$ cat config.mk
export PLATFORM = sky130hd
export DESIGN_NAME = lscc_divider
export DESIGN_NICKNAME = d
export VERILOG_FILES = /design/src/design/lscc_divider.sv
export SDC_FILE = /design/constraint.sdc
export NUM_CORES = 1
export LEC_CHECK = 0
export ABC_AREA = 1
export CORE_AREA = 2 2 138 140
export CTS_BUF_LIST = sky130_fd_sc_hd__clkbuf_8
export CTS_CLUSTER_DIAMETER = 40
export DETAILED_ROUTE_END_ITERATION = 6
export DIE_AREA = 0 0 140 142
export DONT_BUFFER_PORTS = 1
export SLEW_MARGIN = 10
export SYNTH_ARGS = -nofsm -noshare
export SYNTH_HDL_FRONTEND = slang
export SYNTH_SLANG_ARGS = --single-unit
$ cat constraint.sdc
create_clock -name clk -period 2.5 [get_ports clk]
set_clock_uncertainty 0.2 [all_clocks]
set_input_delay 0.5 -clock clk [delete_from_list [all_inputs] [get_ports clk]]
set_output_delay 0.5 -clock clk [all_outputs]
set_load 0.02 [all_outputs]
$ cat src/design/lscc_divider.sv
// ----------------------------------------------------------------------------
// lscc_divider: restoring divider for the confidence
// One quotient bit per cycle of (65535*2^24 + S/2) / S.
// ----------------------------------------------------------------------------
`default_nettype none
module lscc_divider (
	input  wire logic        clk,
	input  wire logic        arst_n,
	input  wire logic        start,
	input  wire logic [27:0] divisor,
	output logic             done,
	output logic [15:0]      quotient
);
	localparam int NW = 41;
	logic [NW-1:0] num_q;
	logic [28:0]   rem_q;
	logic [5:0]    cnt_q;
	logic          busy_q;
	logic [28:0]   trial;
	logic [NW-1:0] qacc_q;

	assign trial = {rem_q[27:0], num_q[NW-1]};

	always_ff @(posedge clk or negedge arst_n) begin
		if (!arst_n) begin
			busy_q <= 1'b0;
			done   <= 1'b0;
			cnt_q  <= '0;
			num_q  <= '0;
			rem_q  <= '0;
			qacc_q <= '0;
		end else begin
			done <= 1'b0;
			if (start) begin
				busy_q <= 1'b1;
				num_q  <= NW'(64'd65535 << 24) + NW'(divisor >> 1);
				rem_q  <= '0;
				cnt_q  <= '0;
				qacc_q <= '0;
			end else if (busy_q) begin
				num_q <= num_q << 1;
				if (trial >= {1'b0, divisor}) begin
					rem_q  <= trial - {1'b0, divisor};
					qacc_q <= {qacc_q[NW-2:0], 1'b1};
				end else begin
					rem_q  <= trial;
					qacc_q <= {qacc_q[NW-2:0], 1'b0};
				end
				cnt_q <= cnt_q + 6'd1;
				if (cnt_q == 6'(NW - 1)) begin
					busy_q <= 1'b0;
					done   <= 1'b1;
				end
			end
		end
	end
	assign quotient = qacc_q[15:0];
endmodule
`default_nettype wire

-- Word-level counts from Yosys, hierarchy flattened
Index checks and enable logic that the tools add are counted.
- register bits: 93
- bits of input ports: 31
- output and inout port bits: 17
- add/subtract/negate cells: 3
- $lt $le $gt $ge: 1
- equal/unequal tests: 1
- mux-type cells: 16
- reduce and logical (&&, ||, !) cells: 1
- operators by type and width (kind ; count):
    $mux W28 ; 3
    $mux W41 ; 2
    $add A40 B27 Y41 const A ; 1
    $mux W16 ; 2
    $ge A29 B28 Y1 ; 1
    $sub A28 B28 Y28 ; 1
    $mux W6 ; 2
    $mux W1 ; 7
    $add A6 B1 Y6 const B ; 1
    $eq A6 B6 Y1 const B ; 1
    $reduce_bool A2 Y1 ; 1

-- Depth between registers and ports, before layout
- depth in word-level cells: 4
- gate-level depth with buffers: 17

-- Worst setup path before layout
OpenSTA, ideal clock, no wires.
- path type: input to register
- start point: in divisor[19]
- end point: reg rem_q[11]
- library setup time: 0.066 ns
- data arrival time: 1.933 ns
- path slack: 0.302 ns
- stages: 13
- cell sequence: inv_1 ha_1 nand2_1 inv_1 a21oi_2 nand2_1 a21oi_1 nand3_2 buf_6 buf_6 nand2_1 nand3_1 nand2_1
- word-level cells in the longest chain between the ends: 4
- RTL lines (what ; line ; text):
    from (decl) ; 10 ; input wire logic [27:0] divisor,
    $ge A29 B28 Y1 ; 42 ; if (trial >= {1'b0, divisor}) begin
    $mux W28 ; 42 ;
    $mux W28 ; 40 ; end else if (busy_q) begin
    $mux W28 ; 34 ; if (start) begin
    to (signal assigned) ; 43 ; rem_q <= trial - {1'b0, divisor};
    to (signal assigned) ; 46 ; rem_q <= trial;
    to (decl) ; 16 ; logic [28:0] rem_q;
No other way between the ends. The select of a mux whose other input is x is not followed.
A chain may end at the register's enable or synchronous reset.

-- Final worst setup path
- start point: reg rem_q[23]
- end point: reg rem_q[24]
- word-level cells in the longest chain between the ends: 4
- RTL lines (what ; line):
    $sub A28 B28 Y28 or $ge A29 B28 Y1 (tied branches) ; 43, 42
    $mux W28 (*) ; 42
    $mux W28 (*) ; 40
    $mux W28 (*) ; 34
Mark *: on every way between the ends. The rest lies on a longest branch, timed or not. The select of a mux whose other input is x is not followed.

==> metrics <==
hold_buf cts 1; setup slack at placement 0.00753 ns; Tightest Hold Check Type in -> async; capture instance of the worst register-to-register path rem_q[24]$_DFFE_PN0P_; cell total after placement 1152; Final min period 2.34 ns; transition time at the pin with the least slew margin 0.401 ns; ranking of synthesized cells by area sky130_fd_sc_hd__dfrtp_1 (37%), sky130_fd_sc_hd__nand2_1 (19%), sky130_fd_sc_hd__inv_1 (10%), sky130_fd_sc_hd__ha_1 (6.3%), sky130_fd_sc_hd__nand3_1 (4.6%); Routability Congestion 0.929; post-synthesis instance area 6320 um2; gate count after technology mapping 917; min setup slack post-route 0.161 ns; DR WL/cell 14.6 um; status finished with violations; DRT antenna net count 0; HPWL after detailed placement 13400 um; count of unresolved DRC violations after routing 3; final cycle utilization of the critical path 0.936; DRT iter0 DRCs 350; Lkg Pwr 3.77 nW; Reg-to-Reg Start rem_q[23]$_DFFE_PN0P_; dominant cell type by area after synthesis sky130_fd_sc_hd__dfrtp_1; CTS H-tree depth 3; overall overflow remaining after global route 0; r2r setup slk 0.16 ns; Pwr per Cell Area 432 nW/um2; clock latency at the later pin of the worst-skew pair 0.39 ns; count of input and output buffers 0; number of antenna violations at the first check in global routing 0; critical path cell sequence ha_1, nand2_1, inv_1, nand2_1, nand2_1, nand2_1, nand2_1, a21oi_1, nand3_2, buf_12, nand3_1, nand3_1, nand2_1; die span in x 140 um; TritonCTS clock tree built; synthesis-to-finish area growth 10.3%; global-route wire length before repair 29100 um; Placed Instance Area 6720 um2; critical path fanouts, max 9; IR Drop Worst-Case VDD 0.000311 V; worst relative slew slack 0.732; element type at the critical path start flop; most common cell after layout, fill and taps aside sky130_fd_sc_hd__nand2_1; IO Count 48; Setup violations, final 0; MaxCap Viol Count 0; Diodes inserted 0; sequential fraction of the synthesis area 0.368; Clock Sink Count 93; Detailed Route WL 17100 um; Vias per Instance 4.81; top cell type's share of synthesized area 0.368; Fmax achieved 0.428 GHz; Final Hold Fails 93; post-CTS clock slew at the launch and capture registers of the worst setup and hold paths 0.10 ns; Chip Height 142 um; slowest library cell on the worst path sky130_fd_sc_hd__dfrtp_1; root cell of the clock tree sky130_fd_sc_hd__clkbuf_8; minimum hold slack -0.410 ns; Crit Path Category reg -> reg; violations in the final reports design-rule violations, negative hold slack; core area 18500 um2; fraction of final layout cells with drive strength greater than 1 0.0759; Max Buffers Root-to-Sink 2; most frequent cells in the layout sky130_fd_sc_hd__nand2_1 (326), sky130_fd_sc_hd__inv_1 (176), sky130_fd_sc_hd__dfrtp_1 (93); area of the die 19900 um2; final number of max-transition violations 0; Layout Cells excl Fill 1169; cell area after layout 6980 um2; CTS buffer count 9; nature of the critical path endpoint flop; NumNets Final 994; net count after synthesis 981; RSZ-0062 raised after global routing yes; count of distinct cell types in the synthesized netlist 34; Avg Synthesized Cell Area 6.90 um2; largest net degree at the start of global routing 94; Largest stage delay, worst path 0.44 ns; worst-case reg-to-reg path depth 13; starting density of the core 0.343; filler instances 1956; Pre-antenna DRT Iters 7; post-CTS setup buffer count 0; Tot GR Track Use 0.184; most frequent CP cell sky130_fd_sc_hd__nand2_1; Critical Path RT 2.63 ns; vias in the first global route 5536; number of synthesis warnings 0; total number of vias 5620; signal arrival time at the worst endpoint 2.47 ns; Core Util, Final 0.378; standard-cell row count 50; synthesized flop and latch total 93
metal layers:
layer | part of all wire | up-vias | track usage | wire [um]
li1 | - | 2902 | - | -
met1 | 0.50 | 2621 | 0.261 | 8620
met2 | 0.45 | 82 | 0.296 | 7630
met3 | 0.037 | 15 | 0.0303 | 636
met4 | 0.012 | 0 | 0.0431 | 212
met5 | 0 | - | 0 | 0
timing repair:
item	CTS	global route
hold endpoints to repair	94	93
setup endpoints to repair	0	22
gates resized for setup	0	12
synth_stat cells:
master and count:
sky130_fd_sc_hd__o211ai_1 20, sky130_fd_sc_hd__nand3_1 58, sky130_fd_sc_hd__buf_6 4, sky130_fd_sc_hd__or2_2 1, sky130_fd_sc_hd__o221ai_1 11, sky130_fd_sc_hd__a21oi_2 1, sky130_fd_sc_hd__ha_1 32, sky130_fd_sc_hd__clkbuf_1 17
sky130_fd_sc_hd__dfrtp_1 93, sky130_fd_sc_hd__nand4_1 9, sky130_fd_sc_hd__or2_0 1, sky130_fd_sc_hd__o21ai_0 16, sky130_fd_sc_hd__nand2_2 5, sky130_fd_sc_hd__nor2_1 41, sky130_fd_sc_hd__clkinv_1 2, sky130_fd_sc_hd__a31oi_1 1
sky130_fd_sc_hd__nor2_2 5, sky130_fd_sc_hd__xnor2_1 13, sky130_fd_sc_hd__nand2_1 327, sky130_fd_sc_hd__buf_2 4, sky130_fd_sc_hd__o21bai_1 1, sky130_fd_sc_hd__buf_1 2, sky130_fd_sc_hd__a22oi_1 7, sky130_fd_sc_hd__nand3_2 3
sky130_fd_sc_hd__a221o_1 1, sky130_fd_sc_hd__nor3b_1 1, sky130_fd_sc_hd__fa_1 1, sky130_fd_sc_hd__xor2_1 2, sky130_fd_sc_hd__a21oi_1 18, sky130_fd_sc_hd__o22ai_1 15, sky130_fd_sc_hd__nor3_1 5, sky130_fd_sc_hd__nand3b_1 23
sky130_fd_sc_hd__and3_1 1, sky130_fd_sc_hd__inv_1 176
cell type report:
type | instances | area [um2] | area share
well taps | 234 | 293 | 0.0420
repair buffers | 29 | 240 | 0.0344
multi-input cells | 619 | 3260 | 0.467
flip-flops and latches | 93 | 2330 | 0.334
inverters | 178 | 668 | 0.0958
clock inverters | 7 | 63.8 | 0.00915
clock buffers | 9 | 124 | 0.0178
power breakdown:
| part | switching [mW] | internal [mW] | leakage (nW) |
|---|---|---|---|
| Sequential | 0.0434 | 1.58 | 1.23 |
| Clock | 0.616 | 0.384 | 0.0903 |
| Combinational | 0.242 | 0.149 | 2.45 |
critical path: cells and delay by family, from the launching register on:
| family | cells | cell delay (ns) |
|---|---|---|
| flip-flops | 1 | 0.44 |
| buffers and inverters | 2 | 0.25 |
| AND/OR/NAND/NOR | 9 | 0.88 |
| AO/OA/AOI/OAI | 1 | 0.16 |
| adder cells (fa/ha/maj) | 1 | 0.36 |
kinds of logic (layout without fill, tap and decap cells):
kind of cell             count (synthesis)  after routing  share of synthesized area
buffers and inverters                  205            223                      0.127
AND/OR/NAND/NOR                        480            480                      0.323
AO/OA/AOI/OAI                           91             91                     0.0942
flip-flops                              93             93                      0.368
XOR/XNOR                                15             15                     0.0208
adder cells (fa/ha/maj)                 33             33                     0.0665
worst max-delay path by stage:
stage / startpoint / endpoint / slack (ns)
floorplan: divisor[19] / rem_q[11]$_DFFE_PN0P_ / 0.30
global placement: divisor[19] / rem_q[0]$_DFFE_PN0P_ / 0.02
detailed placement: divisor[19] / rem_q[0]$_DFFE_PN0P_ / 0.008
CTS: rem_q[18]$_DFFE_PN0P_ / rem_q[17]$_DFFE_PN0P_ / 0.13
global route: rem_q[23]$_DFFE_PN0P_ / rem_q[19]$_DFFE_PN0P_ / -0.02
finish: rem_q[23]$_DFFE_PN0P_ / rem_q[24]$_DFFE_PN0P_ / 0.16
flip-flops by register name (all words and copies together), names as in the netlist:
register,cells
rem_q,28
num_q,41
cnt_q,6
done,1
busy_q,1
qacc_q,16
metrics by stage:
stage / setup TNS, ns / total power, mW / hold WS [ns]
floorplan: 0 / 1.92 / 0.00441
global placement: 0 / 2.03 / 0.00658
detailed placement: 0 / 2.04 / 0.00655
CTS: 0 / 3.05 / -0.436
global route: -0.0244 / 3.18 / -0.440
finish: 0 / 3.02 / -0.410
No activity file was read; power rests on OpenSTA's default activity.
