==> src/design/lscc_pkg.sv <==
// ----------------------------------------------------------------------------
// lscc_pkg: shared types and constants of the context classifier
// Weights, biases, tone levels and the exp step table.
// ----------------------------------------------------------------------------
`default_nettype none
package lscc_pkg;

	localparam int NUM_FEATURES_DEF = 16;
	localparam int NUM_CLASSES      = 6;
	localparam int COUNT_WIDTH_DEF  = 32;
	localparam int USED_FEATURES    = 10;
	localparam int EXP_BITS         = 16;
	localparam int LOGIT_W          = 36;

	typedef logic signed [15:0]      feat_t;
	typedef logic signed [LOGIT_W-1:0] logit_t;
	typedef logic [2:0]              class_t;

	function automatic logic signed [13:0] weight(input int c, input int i);
		logic signed [13:0] w [NUM_CLASSES][USED_FEATURES];
		w[0] = '{14'sd3277, 14'sd3686, 14'sd0, 14'sd0, 14'sd0, 14'sd0, 14'sd0,
			-14'sd2048, 14'sd0, 14'sd0};
		w[1] = '{-14'sd1229, -14'sd2867, 14'sd0, 14'sd0, 14'sd1638, 14'sd0, 14'sd0,
			14'sd0, 14'sd0, 14'sd0};
		w[2] = '{14'sd0, 14'sd0, 14'sd3686, -14'sd1229, 14'sd0, 14'sd0, 14'sd3277,
			14'sd0, 14'sd0, 14'sd0};
		w[3] = '{14'sd0, 14'sd0, 14'sd0, 14'sd3686, 14'sd2867, 14'sd2458, 14'sd0,
			14'sd0, 14'sd0, 14'sd0};
		w[4] = '{14'sd0, 14'sd0, 14'sd0, 14'sd0, 14'sd0, 14'sd0, 14'sd3686,
			14'sd3277, 14'sd2867, 14'sd0};
		w[5] = '{14'sd1638, 14'sd0, 14'sd0, 14'sd0, 14'sd0, 14'sd0, 14'sd2458,
			14'sd0, 14'sd0, 14'sd2048};
		return w[c][i];
	endfunction

	function automatic logit_t bias(input int c);
		logic signed [12:0] b [NUM_CLASSES];
		b = '{13'sd819, -13'sd410, 13'sd1229, 13'sd410, 13'sd1638, 13'sd0};
		return logit_t'(b[c]) <<< 12;
	endfunction

	// formality, precision, emotional tone, urgency
	function automatic logic [63:0] levels(input class_t c);
		case (c)
			3'd0: return {16'sd14746, 16'sd13107, 16'sd0, 16'sd4915};
			3'd1: return {16'sd3277, 16'sd8192, 16'sd4915, 16'sd1638};
			3'd2: return {16'sd11469, 16'sd15565, 16'sd0, 16'sd3277};
			3'd3: return {16'sd4915, 16'sd6554, 16'sd13107, 16'sd6554};
			3'd4: return {16'sd8192, 16'sd14746, -16'sd3277, 16'sd15565};
			3'd5: return {16'sd8192, 16'sd11469, 16'sd3277, 16'sd0};
			default: return '0;
		endcase
	endfunction

	function automatic logic [24:0] exp_step(input logic [3:0] k);
		case (k)
			4'd0: return 25'd16773120;  4'd1: return 25'd16769026;
			4'd2: return 25'd16760840;  4'd3: return 25'd16744480;
			4'd4: return 25'd16711808;  4'd5: return 25'd16646655;
			4'd6: return 25'd16517109;  4'd7: return 25'd16261035;
			4'd8: return 25'd15760736;  4'd9: return 25'd14805841;
			4'd10: return 25'd13066109; 4'd11: return 25'd10175896;
			4'd12: return 25'd6171993;  4'd13: return 25'd2270549;
			4'd14: return 25'd307285;   default: return 25'd5628;
		endcase
	endfunction

endpackage
`default_nettype wire

==> src/design/lscc_exp_lane.sv <==
// ----------------------------------------------------------------------------
// lscc_exp_lane: one exp(-d) lane
// Walks the 16 bits of the rounded distance, one multiply per cycle.
// ----------------------------------------------------------------------------
`default_nettype none
module lscc_exp_lane
	import lscc_pkg::*;
(
	input  wire logic         clk,
	input  wire logic         arst_n,
	input  wire logic         start,
	input  wire logic [LOGIT_W-1:0] delta,
	output logic              done,
	output logic [24:0]       e_val
);
	logic [LOGIT_W-1:0]  d_rnd;
	logic [LOGIT_W-13:0] dq_full;
	logic [15:0] dq_q;
	logic [3:0]  k_q;
	logic        busy_q;
	logic [49:0] prod;

	// round the Q24 distance to Q12
	assign d_rnd   = delta + LOGIT_W'(2048);
	assign dq_full = d_rnd[LOGIT_W-1:12];
	assign prod = 50'(e_val) * 50'(exp_step(k_q)) + 50'(1 << 23);

	// bit-serial product of table steps
	always_ff @(posedge clk or negedge arst_n) begin
		if (!arst_n) begin
			busy_q <= 1'b0;
			done   <= 1'b0;
			k_q    <= '0;
			dq_q   <= '0;
			e_val  <= '0;
		end else begin
			done <= 1'b0;
			if (start) begin
				busy_q <= 1'b1;
				k_q    <= '0;
				dq_q   <= dq_full[15:0];
				e_val  <= (dq_full[LOGIT_W-13:16] != '0) ? 25'd0 : 25'd1 << 24;
			end else if (busy_q) begin
				if (dq_q[k_q]) e_val <= prod[48:24];
				k_q <= k_q + 4'd1;
				if (k_q == 4'd15) begin
					busy_q <= 1'b0;
					done   <= 1'b1;
				end
			end
		end
	end
endmodule
`default_nettype wire

==> config.mk <==
export PLATFORM = sky130hd
export DESIGN_NAME = lscc_exp_lane
export DESIGN_NICKNAME = d
export VERILOG_FILES = /design/src/design/lscc_pkg.sv /design/src/design/lscc_exp_lane.sv
export SDC_FILE = /design/constraint.sdc
export NUM_CORES = 2
export LEC_CHECK = 0
export BUFFER_PORTS_ARGS = -buffer_cell sky130_fd_sc_hd__buf_2
export CAP_MARGIN = 20
export CELL_PAD_IN_SITES_DETAIL_PLACEMENT = 0
export CELL_PAD_IN_SITES_GLOBAL_PLACEMENT = 1
export CORE_ASPECT_RATIO = 1.2
export CORE_MARGIN = 2
export CORE_UTILIZATION = 45
export CTS_CLUSTER_DIAMETER = 50
export DETAILED_ROUTE_END_ITERATION = 16
export PLACE_DENSITY_LB_ADDON = 0.25
export SYNTH_ARGS = -nofsm -noshare
export SYNTH_HDL_FRONTEND = slang
export SYNTH_SLANG_ARGS = --single-unit
==> constraint.sdc <==
create_clock -name clk -period 15 [get_ports clk]
set_input_delay 1.5 -clock clk [delete_from_list [all_inputs] [get_ports clk]]
set_output_delay 1.5 -clock clk [all_outputs]
set_load 0.02 [all_outputs]
Yosys cells after proc, flatten, opt, wreduce, memory -nomap -nowiden --
Memories as Yosys holds them, arrays and structs flattened. Index checks and enable logic that the tools add are counted.
Storage, ports and cells: flip-flop bits (word level) 47, ROM bits 384, bits of input ports 39, output and inout port bits 26, word-level logic and storage cells 30, memories kept 1
Memories:
- (no name shown) | words 16, width 24, read ports 1, clocked after Yosys merged registers in 0, wr ports 0, line lscc_pkg.sv:56 | case (k)
Cells by class: add/subtract/negate cells 3, multiply operators 1, order comparisons 1, equal/unequal tests 1, multiplexer cells 14, reductions and logical operators 4
Operators with widths (count):
- $mux W25 | 4
- $add A49 B24 Y49 const B | 1
- $mul A25 B25 Y49 | 1
- $add A36 B12 Y36 const B | 1
- $mux W4 | 2
- $reduce_bool A8 Y1 | 1
- $mux W1 | 7
- $lt A4 B5 Y1 const B | 1
- $add A4 B1 Y4 const B | 1
- $bmux W1 S4 | 1
- $eq A4 B4 Y1 const B | 1
- $reduce_bool A2 Y1 | 2
- $reduce_and A2 Y1 | 1

Logic depth before layout (Yosys ltp) --
An unclocked memory read counts as a cell.
depth in word-level cells 6, mapped depth 32

Least setup slack after synthesis --
No wires, ideal clock.
path kind register -> register, from reg k_q[1], to reg e_val[23], data arrival time 7.928 ns, data required time 14.874 ns, slack 6.946 ns, stages on the path, launching flop included 29, path buffers 2, period minus slack after synthesis 8.054 ns, cell sequence dfrtp_1 -> clkbuf_1 -> inv_1 -> ha_1 -> inv_1 -> o21ai_0 -> a32o_1 -> clkbuf_1 -> nand2_1 -> fa_1 -> fa_1 -> fa_1 -> fa_1 -> inv_1 -> fa_1 -> fa_1 -> inv_1 -> fa_1 -> inv_1 -> ha_1 -> and2_1 -> a221o_1 -> or3_1 -> a2111o_1 -> nand2_2 -> o21ai_4 -> a31oi_1 -> nor4_1 -> a311o_1
On the way: word-level cells in the longest chain between the ends 6, elaborated cells between the ends (all ways) 10, those cells by class add/sub: 1; mul: 1; mux: 5; reduce/logical: 2; memory: 1
Ends and longest elaborated chain:
- start: declaration | line lscc_exp_lane.sv:19 | logic [3:0] k_q;
- start signal: assignment | line lscc_exp_lane.sv:45 | k_q <= k_q + 4'd1;
- $mem_v2 Z16 W24
- $mul A25 B25 Y49 | line lscc_exp_lane.sv:26 | assign prod = 50'(e_val) * 50'(exp_step(k_q)) + 50'(1 << 23);
- $add A49 B24 Y49 | line lscc_exp_lane.sv:26
- $mux W25 | line lscc_exp_lane.sv:44 | if (dq_q[k_q]) e_val <= prod[48:24];
- $mux W25 | line lscc_exp_lane.sv:43 | end else if (busy_q) begin
- $mux W25 | line lscc_exp_lane.sv:38 | if (start) begin
- end signal: assignment | line lscc_exp_lane.sv:42 | e_val <= (dq_full[LOGIT_W-13:16] != '0) ? 25'd0 : 25'd1 << 24;
- end signal: assignment | line lscc_exp_lane.sv:44
- end: declaration | line lscc_exp_lane.sv:14 | output logic [24:0] e_val
Parallel ways exist; a longest one is shown, timed or not. The select of a mux whose other input is x is not followed. A chain may end at the register's enable or synchronous reset.

Final worst setup path --
Same ends and word-level chain as after synthesis.

==> impl_results.md <==
- Hold path start: e_val[19]$_DFFE_PN0P_
- Final WL: approximately 66000 µm
- Critical path class: register to register
- Most used cell, CP: fa_1
- Die area: ~53000 µm²
- Syn_nets: about 3.4k
- DRT antenna net count: 0
- Unique masters post-synth: 66
- Maximum achievable frequency: ~110 MHz
- Die Y: around 250 µm
- Vias in the first global route: ~19k
- Total CTS buffers: 5
- Longest Clk Path Bufs: 2
- Cts hold-fix bufs: 0
- Gate Count Post-Synth: about 2.6k
- Core Box Area: roughly 50000 µm²
- Post-Syn Area per Cell: 8.791 µm²
- Delay-heaviest family, CP: adder cells
- Final Critical Period: roughly 9.4 ns
- Status: finished, final reports clean
- H-tree depth: 2
- Yosys warning total: 0
- Pwr dens: between 200 and 250 nW/µm²
- LEAKAGE: 12.75 nW
- Sum of buffers and inverters on the critical path: 5
- Largest net degree at the start of global routing: 65
- HP Class: register to register
- Post-Route Setup TNS: 0 ns
- Peak VDD IR: between 0.0003 and 0.0004 V
- Post_cts resized: 0
- MaxCap Viol Count: 0
- Post-synth EDFFs: 0
- Gr usage total: approximately a quarter
- Final setup fails: 0
- Data required, critical path: around 15 ns
- Most common cell after layout, fill and taps aside: inv_1
- CP Launch Type: register
- Critical Path Start: k_q[1]$_DFFE_PN0P_
- Clk sink count: 47
- DR pass1 iterations: 5
- DR vias/cell: between 5 and 6
- Post-route DRC violation count: 0
- Total number of vias: about 17k
- Synthesized cell area: ~23000 µm²
- CP Capture Type: register
- Worst Path Arrival: approximately 9.6 ns
- TritonCTS clock tree: yes
- Most frequent cells in the layout: 652 x inv_1, 503 x fa_1, 325 x nand2_1
- Ys flop type: dfrtp_1
- Slowest cell on crit path: dfrtp_1
- DIE WIDTH: around 210 µm
- Final nets: ~3.4k
- Initial core utilization: between 40% and 50%
- Gpl congestion: slightly above 0.9
- Slew @ Worst Pin: 1.084 ns
- Clock Skews: roughly 0.007 ns
- Io pins: 65
- Area added between synthesis and finish: 5.492%
- Slew headroom: approximately 27%
- Post-CTS Repair Setup Buffers: 0
- Final Util: approximately 48%
- Asr flop ratio synth: 100.0%
- Post-DP HPWL: slightly above 50000 µm
- Part of the Yosys area used for sequential elements: ~5.1%
- Total grt overflow: 0
- Slowest cell delay on critical path: about 0.74 ns
- First-pass GRT wire length: roughly 110000 µm
- Initial antenna violation count: 5
- Port bufs: between 50 and 60
- Final slew viol count: 0
- Worst r2r src: k_q[1]$_DFFE_PN0P_
- Worst R2R Setup Slack: ~5.6 ns
- Clock Pin Slew Worst Setup and Hold Paths: approximately 0.07 ns
- Synthesis-stage register bit count: 47
- Final hold violation count: 0
- FP Rows: 90
- Period utilization: 62.63%
- Root buffer cell: clkbuf_16
- RSZ-0062 raised after global routing: no
- CP Max Fanout: 15
- Worst-Skew Late Latency: approximately 0.3 ns
- Routed WL per cell: between 20 and 25 µm
- Share of cells above drive strength 1: about 5.5%
- Initial DRC Count: approximately 860
power by group:
group	switching, W	leakage [nW]	internal (W)
sequential	0.0000314	0.596	0.000152
combinational	0.00309	12.1	0.00195
clock	0.0000512	0.0875	0.0000839
total	0.00317	12.7	0.00218
worst paths after layout:
| kind | depth (start not counted) | end |
|---|---|---|
| max | 26 | e_val[23]$_DFFE_PN0P_ |
| min | 1 | e_val[19]$_DFFE_PN0P_ |
| max reg2reg | 26 | e_val[23]$_DFFE_PN0P_ |
| min reg2reg | 1 | e_val[19]$_DFFE_PN0P_ |
| max in group asynchronous | 2 | k_q[3]$_DFFE_PN0P_ |
| min in group asynchronous | 1 | e_val[20]$_DFFE_PN0P_ |
metrics by stage:
step | hold WS, ns | setup slack [ns] | instance area [µm²] | power, W | std cells
5_1_grt | 0.5434 | 5.017 | 24220 | 0.005963 | 3247
4_1_cts | 0.5122 | 5.629 | 24200 | 0.005399 | 3246
3_3_place_gp | 0.4955 | 5.742 | 24020 | 0.005180 | 3238
6_report | 0.5142 | 5.605 | 24220 | 0.005352 | 3250
2_1_floorplan | 0.4760 | 6.946 | 22960 | 0.003641 | 2612
3_5_place_dp | 0.4967 | 5.669 | 24020 | 0.005226 | 3238
registers in the layout, indices dropped and copies added (netlist names):
name,flops
e_val,25
dq_q,16
k_q,4
busy_q,1
done,1
cell families (layout without fill, tap and decap cells):
kind of cell	Yosys count	count (layout)	synth area share [%]
buffers and inverters	777	768	12.72
xor gates and xnor gates	37	37	1.411
AOI/OAI and AO/OA	193	193	5.639
muxes	25	25	1.395
DFF	47	47	5.122
other	0	3	0
adders and majority gates	733	733	56.38
and+or+nand+nor	800	800	17.33
layer usage:
metal	up-vias	global-route usage [%]	wire length [µm]
met2	432	48.16	34700
met5	-	0	27
met3	141	2.365	2844
li1	7715	-	-
met4	4	11.29	3085
met1	9044	31.81	25590
Yosys cell counts, drive strengths merged, types with 3 or more instances:
library cell  instances  area, µm²
mux4                  5      112.6
nor2                 98      367.9
a31oi                 9      56.30
a21o                 22      165.2
nand2               326       1226
and2                212       1326
nor3                  4      20.02
nor2b                76      475.5
mux2i                17      170.2
o21bai                7      52.55
and2b                 3      22.52
nand3                21      105.1
or3                   4      25.02
dfrtp                47       1176
clkbuf              118      442.9
inv                 652       2447
and3                  7      43.79
o211ai               10      75.07
nand2b                7      43.79
xnor2                21      183.9
and4                  8      70.07
nand4                12      75.07
o21ai                35      186.4
nor3b                 7      52.55
a221o                 4      40.04
mux2                  3      37.53
fa                  503      10070
nor4b                 4      50.05
a21oi                62      314.1
nor4                  8      50.05
ha                  230       2878
buf                   7      30.02
a22o                  9      78.83
xor2                 16      140.1
o21a                  7      52.55
final cells by class:
cell class                      count  area, µm²
Timing Repair Buffer              108      690.7
Clock buffer                        6      138.9
Multi-Input combinational cell   1788      18920
Tap cell                          644      805.8
Inverter                          652       2447
Clock inverter                      2      38.79
Antenna cell                        3      7.507
Fill cell                        4899      26110
Sequential cell                    47       1176
No activity file was read; power rests on OpenSTA's default activity.
